===== src/sv/shift_compensated_min_distance_top_defines.svh =====
// assertion macros for the shift compensated minimum distance block
`ifndef SHIFT_COMPENSATED_MIN_DISTANCE_TOP_DEFINES_SVH
`define SHIFT_COMPENSATED_MIN_DISTANCE_TOP_DEFINES_SVH

// same-cycle implication, sampled on clk, off while rst_n is low
`define SCMD_ASSERT_IMPL(lbl, ante, cons) \
  lbl: assert property (@(posedge clk) disable iff (!rst_n) (ante) |-> (cons)) \
    else $error("scmd assertion failed");

// next-cycle implication, sampled on clk, off while rst_n is low
`define SCMD_ASSERT_NEXT(lbl, ante, cons) \
  lbl: assert property (@(posedge clk) disable iff (!rst_n) (ante) |=> (cons)) \
    else $error("scmd assertion failed");

`endif


===== src/sv/scmd_pkg.sv =====
// shared types and constants of the shift compensated minimum distance block
package scmd_pkg;

  localparam int SAMPLE_BITS_DEF = 16;
  localparam int COMPONENTS_DEF  = 4;
  localparam int NCOMP           = 4;
  localparam int FIELD_W         = 16;
  localparam int SHIFT_W         = 17;
  localparam int WEIGHT_W        = 16;
  localparam int DIST_W          = 32;
  // test + shift - ref stays within -131071 to +131070
  localparam int DIFF_W          = 18;
  localparam int CFG_IDX_W       = 3;
  localparam int CFG_DATA_W      = 17;

  localparam logic [DIST_W-1:0] SIGNED_MAX = 32'h7FFF_FFFF;

  typedef enum logic [CFG_IDX_W-1:0] {
    REG_SHIFT_C0  = 3'd0,
    REG_SHIFT_C1  = 3'd1,
    REG_SHIFT_C2  = 3'd2,
    REG_SHIFT_C3  = 3'd3,
    REG_WEIGHT_C0 = 3'd4,
    REG_WEIGHT_C1 = 3'd5,
    REG_WEIGHT_C2 = 3'd6,
    REG_WEIGHT_C3 = 3'd7
  } cfg_reg_t;

  typedef enum logic [2:0] {
    S_IDLE,
    S_SQUARE,
    S_WEIGHT,
    S_ACCUM,
    S_EMIT
  } state_t;

  typedef struct packed {
    logic load;
    logic square;
    logic weight;
    logic accum;
    logic emit;
  } scmd_cmd_t;

  typedef struct packed {
    logic in_valid;
    logic last;
    logic out_free;
  } scmd_stat_t;

endpackage


===== src/sv/scmd_ctrl.sv =====
// sequencer stepping one candidate through the datapath stages
module scmd_ctrl import scmd_pkg::*; (
  input  logic       clk,
  input  logic       rst_n,
  input  scmd_stat_t stat,
  output scmd_cmd_t  cmd,
  output logic       in_ready
);

  state_t state_r, state_nxt;

  always_ff @(posedge clk) begin
    if (!rst_n) state_r <= S_IDLE;
    else        state_r <= state_nxt;
  end

  always_comb begin
    state_nxt = state_r;
    cmd       = '0;
    in_ready  = 1'b0;
    unique case (state_r)
      S_IDLE: begin
        in_ready = 1'b1;
        if (stat.in_valid) begin
          cmd.load  = 1'b1;
          state_nxt = S_SQUARE;
        end
      end
      S_SQUARE: begin
        cmd.square = 1'b1;
        state_nxt  = S_WEIGHT;
      end
      S_WEIGHT: begin
        cmd.weight = 1'b1;
        state_nxt  = S_ACCUM;
      end
      S_ACCUM: begin
        cmd.accum = 1'b1;
        state_nxt = stat.last ? S_EMIT : S_IDLE;
      end
      S_EMIT: begin
        // wait until the output register can take the result
        if (stat.out_free) begin
          cmd.emit  = 1'b1;
          state_nxt = S_IDLE;
        end
      end
      default: state_nxt = S_IDLE;
    endcase
  end

endmodule

===== config.mk =====
export PLATFORM = sky130hd
export DESIGN_NAME = scmd_ctrl
export DESIGN_NICKNAME = d
export VERILOG_FILES = /design/src/sv/shift_compensated_min_distance_top_defines.svh /design/src/sv/scmd_pkg.sv /design/src/sv/scmd_ctrl.sv
export SDC_FILE = /design/constraint.sdc
export NUM_CORES = 1
export LEC_CHECK = 0
export ABC_AREA = 1
export BUFFER_PORTS_ARGS = -buffer_cell sky130_fd_sc_hd__buf_2
export CAP_MARGIN = 10
export CORE_AREA = 4 4 41 43
export DETAILED_ROUTE_END_ITERATION = 16
export DIE_AREA = 0 0 45 47
export PLACE_DENSITY = 0.42
export SETUP_SLACK_MARGIN = 0.02
export SLEW_MARGIN = 25
export SYNTH_ARGS = -nofsm -noshare
export SYNTH_HDL_FRONTEND = slang
export SYNTH_SLANG_ARGS = --single-unit

===== constraint.sdc =====
create_clock -name clk -period 1.15 [get_ports clk]
set_clock_uncertainty 0.2 [all_clocks]
set_input_delay 0.1725 -clock clk [delete_from_list [all_inputs] [get_ports clk]]
set_output_delay 0.1725 -clock clk [all_outputs]
set_load 0.02 [all_outputs]

=== Yosys cells after proc, flatten, opt, wreduce, memory -nomap -nowiden ===
Cells that the tools add are included.

* Register bits after elaboration: 3
* Input bits: 5
* Output and inout port bits: 6
* Logic and storage cells: 21

* Equal/unequal tests: 6
* Muxes and demuxes: 12
* Reductions and logical operators: 2

{| class="wikitable"
|+ Operator list
! operator !! number
|-
| 3-bit case mux with 5 select lines || 1
|-
| 3-bit 2-to-1 mux || 3
|-
| 1-bit 2-to-1 mux || 8
|-
| 3-bit by 2-bit equality test with 1-bit output (second input constant) || 2
|-
| 2-bit inequality test (second input constant) || 2
|-
| 3-bit by 1-bit equality test with 1-bit output (second input constant) || 1
|-
| 3-bit equality test (second input constant) || 1
|-
| 3-bit logical NOT || 1
|-
| 2-bit AND reduction || 1
|}

=== Longest topological paths before layout ===
Gate-level depths: netlist of the first run.

* Depth in word-level cells: 3
* Gate-level depth with buffers: 3
* Depth with buffers taken out: 3

=== Least setup slack after synthesis of the first run ===
OpenSTA, ideal clock, no wires.

* Path type: register -> output
* From: register state_r[2]
* To: output port cmd[0] (netlist name)
* Data arrival time: 1.097 ns
* Required time: 0.777 ns
* Path slack: -0.320 ns
* Stages on the path, launching flop included: 3
* Path buffers: 0
* Cell sequence: dfxtp_1 > inv_2 > nor4_1

{| class="wikitable"
|+ RTL lines
! element !! line !! RTL
|-
| start: declaration || scmd_ctrl.sv:10 || <nowiki>state_t state_r, state_nxt;</nowiki>
|-
| start signal: assignment || scmd_ctrl.sv:14 || <nowiki>else state_r <= state_nxt;</nowiki>
|-
| end: declaration || scmd_ctrl.sv:6 || <nowiki>output scmd_cmd_t cmd,</nowiki>
|}

==> summary.md, run 1 <==
| Metric | Value |
|---|---|
| Total number of yosys warnings | 0 |
| Starting Density | 12.4% |
| CTS Buf Count | 3 |
| Antenna diode count | 0 |
| Worst Path Buf+Inv | 1 |
| Register area share after synthesis | 37.2% |
| Placed insts | 55 |
| CP max stage delay | 0.37 ns |
| Largest net degree at the start of global routing | 6 |
| Yosys cell types | 11 |
| Maximum vdd drop | 0.000437 V |
| Seq cells post-synth | 3 |
| Final period utilization | 120% |
| Post-DRT Antenna Nets | 0 |
| Startpoint types | flip-flop |
| Violated checks | setup timing |
| Clock power share | 41.6% |
| Clock period minus worst slack | 1.38 ns |
| Status | finished, violations left |
| Mapped cell area | 161 sq um |
| Worst endpoint data arrival time | 1.01 ns |
| Max Freq | 0.725 GHz |
| Port bufs | 10 |
| Height of the die | 47 um |
| Commonest cells after routing, fill and taps aside | 7 x buf_4, 6 x inv_1, 4 x buf_2, 4 x buf_6 |
| Critical path cell sequence | nor4_4, buf_4 |
| Cells after synthesis | 26 |
| Combinational share of power | 30.1% |
| CTS Hold Bufs | 0 |
| Remaining global-route overflow | 0 |
| Root buffer cell | clkbuf_4 |
| Largest register FFs | 3 |
| Relative slew slack | 86.9% |
| Final Instance Area | 388 sq um |
| Sw frac | 30.3% |
| Clock Tree Buf Depth | 2 |
| Die X | 45 um |
| Fin. Hold Viols | 0 |
| Antenna violations before repair | 0 |
| H-tree depth | 1 |
| Detailed Routing Iterations Pass 1 | 1 |
| Layout cells sized above 1 | 71.1% |
| Final non-filler cell total | 60 |
| Nets | 51 |
| Crit end category | primary output |
| Syn Area/Cell | 6.21 sq um |
| Site row count | 13 |
| CTS tree | yes |
| Total die area | 2120 sq um |
| Largest family of logic cells by synthesized area | simple AND/OR/NAND/NOR gates |
| Clock slew seen by the registers of the worst setup and hold paths | 0.04 ns |
| Net switching power | 132 uW |
| Global-route wire length before repair | 848 um |
| Leakage | 0.190 nW |
| Max Slew Vio Count | 0 |
| Overall routing resource usage | 5.93% |
| Area growth, synth to finish | 140% |
| Synth Area in Compound Gates | 10.9% |
| Vias | 220 |
| CP Max Fanout | 5 |
| Pre-CTS setup slack | -0.0500 ns |
| Critical setup path kind | reg -> out |
| Starting DRT DRC Count | 0 |
| Placed Area | 290 sq um |
| Final HPWL DP | 410 um |
| Adder-Cell Fraction of Synth Area | 0% |
| Largest registers | state_r x3 |
| Gpl congestion | 0.693 |
| Delay-heaviest family, CP | flip-flops |
| Final setup margin | -0.230 ns |
| Commonest non-fill, non-tap cell in the layout | buf_4 |
| Max_cap viols | 0 |
| Syn_nets | 31 |
| DR vias/cell | 3.67 |
| Per-cell routed wire length | 8.70 um |
| Power density over the cells | 1130 nW/um^2 |
| Synth Area in XOR/XNOR | 0% |
| Hold Crit Class | in -> reg |
| Core Box Area | 1300 sq um |
| Drt total wl | 522 um |
| Critical Path RT | 0.78 ns |
| Clk_lat worst skew | 0.23 ns |
| Vias in the first global route | 216 |
| Worst slew pin tran | 0.195 ns |
| Critical Path Slowest Stage Cell | dfxtp_4 |
| Mux cell area share after synthesis | 0% |
| Tot Pwr | 437 uW |
| CTS Sinks | 3 |
| Fillers | 150 |
| # setup viols final | 7 |
| # IOs | 11 |
| Simple-gate share of the synthesized area | 31.0% |
| RSZ-0062 raised after global routing | yes |
| Residual DRC count | 0 |
| P_int | 304 uW |
| Biggest register | state_r |
| Seq pwr share | 28.2% |
==> repair_timing <==
| action | in CTS | in global routing |
|---|---|---|
| gates resized for setup | 20 | 3 |
| setup endpoints to repair | 6 | 7 |
| setup buffers | 1 | 0 |
| pin swaps | 4 | 3 |
==> metrics by stage <==
step           TNS, ns  hold slack, ns  util (%)
6_report         -1.13         0.00350      29.8
5_1_grt          -1.57          0.0342      29.8
4_1_cts          -1.26         0.00656      28.9
3_5_place_dp    -0.206           0.250      22.3
3_3_place_gp    -0.243           0.232      22.3
2_1_floorplan  -0.0421           0.120         -
==> worst register-to-register path, delay by kind of cell, from the launching register on <==
family                 cells  cell delay [ns]
AO/OA/AOI/OAI              1             0.13
buffers and inverters      2             0.26
flip-flops                 1             0.35
AND/OR/NAND/NOR            2             0.16
==> layer usage <==
layer | part of all wire (%) | track usage, % | wire length [um] | vias to the layer above
li1 | - | - | - | 121
met1 | 42 | 7.06 | 220 | 93
met2 | 50 | 8.19 | 262 | 6
met3 | 7.7 | 3.45 | 40 | 0
met4 | 0 | 3.51 | 0 | 0
met5 | 0 | 0 | 0 | -
==> power groups by stage <==
stage	combinational, mW	clock (mW)	sequential, mW
after floorplan	0.0578	0	0.124
after global placement	0.100	0	0.126
after detailed placement	0.0993	0	0.126
after CTS	0.129	0.191	0.123
after global routing	0.145	0.202	0.125
final	0.132	0.182	0.123
==> area by class of cell <==
class | instances | area (sq um) | area share (%)
Tap cell | 15 | 18.8 | 4.84
Timing Repair Buffer | 15 | 118 | 30.3
Sequential cell | 3 | 71.3 | 18.4
Clock buffer | 4 | 26.3 | 6.77
Inverter | 9 | 36.3 | 9.35
Multi-Input combinational cell | 14 | 118 | 30.3
==> kinds of logic after synthesis <==
logic type	count (synthesis)
buf+inv	9
simple gates	11
flops	3
compound gates	3
==> path summary, 6_finish.rpt <==
path	end	depth (start not counted)	slack (ns)	start
max	cmd[0]	2	-0.23	state_r[0]
min reg2reg	state_r[1]	2	0.33	state_r[1]
max reg2reg	state_r[2]	5	-0.01	state_r[1]
min	state_r[2]	3	0.003	rst_n
==> Yosys cell counts (all sizes together) <==
library cell  n  area (sq um)
a21oi         2          10.0
dfxtp         3          60.1
inv           9          33.8
nand2         2          7.51
nand3         2          10.0
nand4         1          6.26
nor2          4          15.0
nor3          1          5.00
nor4          1          6.26
o211ai        1          7.51
Note: power is estimated with default switching activity, not from simulation.
==> run 2: changes to the inputs <==
SETUP_SLACK_MARGIN = unset   (was 0.02)
==> summary.md, run 2 (same netlist as run 1, synthesis figures left out) <==
| Metric | Value |
|---|---|
| Vias in the first global route | 222 (was 216) |
| Drt total wl | 545 um (was 522 um) |
| Layout cells sized above 1 | 71.7% (was 71.1%) |
| Biggest register | state_r (unchanged) |
| Residual DRC count | 0 (unchanged) |
| Crit end category | primary output (unchanged) |
| Clock period minus worst slack | 1.38 ns (about the same) |
| Final Instance Area | 399 sq um (was 388 sq um) |
| CP Max Fanout | 4 (was 5) |
| Port bufs | 10 (unchanged) |
| Vias | 228 (was 220) |
| Worst slew pin tran | 0.182 ns (was 0.195 ns) |
| # setup viols final | 6 (was 7) |
| Detailed Routing Iterations Pass 1 | 2 (was 1) |
| Reg2reg start | state_r[0] (was state_r[1]) |
| Leakage | 0.193 nW (was 0.190 nW) |
| CTS tree | yes (unchanged) |
| H-tree depth | 1 (unchanged) |
| Met3 usage | 3.45% (unchanged) |
| Commonest cells after routing, fill and taps aside | 6 x buf_4, 5 x buf_6, 4 x inv_2, 4 x inv_1, 4 x buf_2 (was 7 x buf_4, 6 x inv_1, 4 x buf_2, 4 x buf_6) |
| Placed Area | 282 sq um (was 290 sq um) |
| Largest registers | state_r x3 (unchanged) |
| Relative slew slack | 87.8% (was 86.9%) |
| Starting Density | 12.4% (unchanged) |
| Fillers | 166 (was 150) |
| Overall routing resource usage | 6.48% (was 5.93%) |
| Worst endpoint data arrival time | 1.01 ns (about the same) |
| Post-DRT Antenna Nets | 0 (unchanged) |
| Per-cell routed wire length | 8.93 um (was 8.70 um) |
| Placed insts | 54 (was 55) |
| Final HPWL DP | 402 um (was 410 um) |
| Final period utilization | 120% (about the same) |
| CTS Sinks | 3 (unchanged) |
| Largest net degree at the start of global routing | 6 (unchanged) |
| Max_cap viols | 0 (unchanged) |
| Remaining global-route overflow | 0 (unchanged) |
| Max Slew Vio Count | 0 (unchanged) |
| Antenna violations before repair | 0 (unchanged) |
| Site row count | 13 (unchanged) |
| Clock Tree Buf Depth | 2 (unchanged) |
| Core Box Area | 1300 sq um (unchanged) |
| Busiest grt layer | met2 (unchanged) |
| Final non-filler cell total | 61 (was 60) |
| Final setup margin | -0.232 ns (was -0.230 ns) |
| Maximum vdd drop | 0.000374 V (was 0.000437 V) |
| Height of the die | 47 um (unchanged) |
| Final Util | 30.7% (was 29.8%) |
| Violated checks | setup timing (unchanged) |
| Clock slew seen by the registers of the worst setup and hold paths | 0.04 ns (about the same) |
| Global-route wire length before repair | 903 um (was 848 um) |
| Hold Crit Class | in -> reg (unchanged) |
| # IOs | 11 (unchanged) |
| Max Freq | 0.723 GHz (was 0.725 GHz) |
| Setup_tns | -1.21 ns (was -1.13 ns) |
| Largest register FFs | 3 (unchanged) |
| Die X | 45 um (unchanged) |
| Hold path startpoint | stat[1] (was rst_n) |
| DR vias/cell | 3.74 (was 3.67) |
| Clk_lat worst skew | 0.23 ns (about the same) |
| Nets | 52 (was 51) |
| Starting DRT DRC Count | 1 (was 0) |
| GR Util met2 | 8.76% (was 8.19%) |
| Power density over the cells | 1100 nW/um^2 (was 1130 nW/um^2) |
| Met1 usage | 7.50% (was 7.06%) |
| Status | finished, violations left (unchanged) |
| Fin. Hold Viols | 0 (unchanged) |
| Startpoint types | flip-flop (unchanged) |
| RSZ-0062 raised after global routing | yes (unchanged) |
| CP startpoint | state_r[1] (was state_r[0]) |
| Area growth, synth to finish | 147% (was 140%) |
| Gpl congestion | 0.712 (was 0.693) |
| Antenna diode count | 0 (unchanged) |
| Commonest non-fill, non-tap cell in the layout | buf_4 (unchanged) |
| CTS Buf Count | 3 (unchanged) |
| Root buffer cell | clkbuf_4 (unchanged) |
| Critical setup path kind | reg -> out (unchanged) |
| Critical Path RT | 0.78 ns (about the same) |
| Total die area | 2120 sq um (unchanged) |
## run 2: cell type report
| cell class | count | area, sq um | area share (%) |
|---|---|---|---|
| well taps | 15 | 18.8 | 4.70 |
| multi-input cells | 14 | 115 | 28.8 |
| inverters | 9 | 36.3 | 9.09 |
| flip-flops and latches | 3 | 71.3 | 17.9 |
| clock buffers | 4 | 26.3 | 6.58 |
| repair buffers | 16 | 131 | 32.9 |
## run 2: timing repair
item                                   CTS  global route
cloned                                   0             0
buffers inserted                         2             1
gates resized for setup                 21             5
setup endpoints to repair                6             7
hold buffers                             1             0
endpoints found under the hold margin    2             0
pin swaps                                4             2
## run 2: stage by stage
stage / setup WS [ns] / power [mW] / hold WS [ns]
5_1_grt: -0.277 / 0.468 / 0.0551
4_1_cts: -0.249 / 0.445 / 0.0161
6_report: -0.232 / 0.438 / 0.0257
3_5_place_dp: -0.0730 / 0.220 / 0.238
3_3_place_gp: -0.0718 / 0.220 / 0.229
2_1_floorplan: -0.0421 / 0.182 / 0.123
## run 2: per-layer routing
layer	up-vias	wire [um]
li1	122	-
met1	99	227
met2	7	274
met3	0	43
met4	0	0
met5	-	0
## run 2: final timing paths
| kind | to | slack [ns] | depth (start not counted) |
|---|---|---|---|
| worst max-delay path | cmd[0] | -0.23 | 2 |
| worst min-delay path | state_r[2] | 0.03 | 3 |
| worst max register to register | state_r[2] | 0.08 | 4 |
| worst min register to register | state_r[1] | 0.35 | 2 |
## run 2: power by group
part           leakage, nW  switching [mW]  internal (mW)
registers           0.0267          0.0138          0.109
clock network       0.0150          0.0538          0.130
logic                0.151          0.0664         0.0643
## run 2: critical path, cell delays in order, from the launching register on
cell     delay, ns
dfxtp_4       0.35
nor4_4        0.25
buf_4         0.17
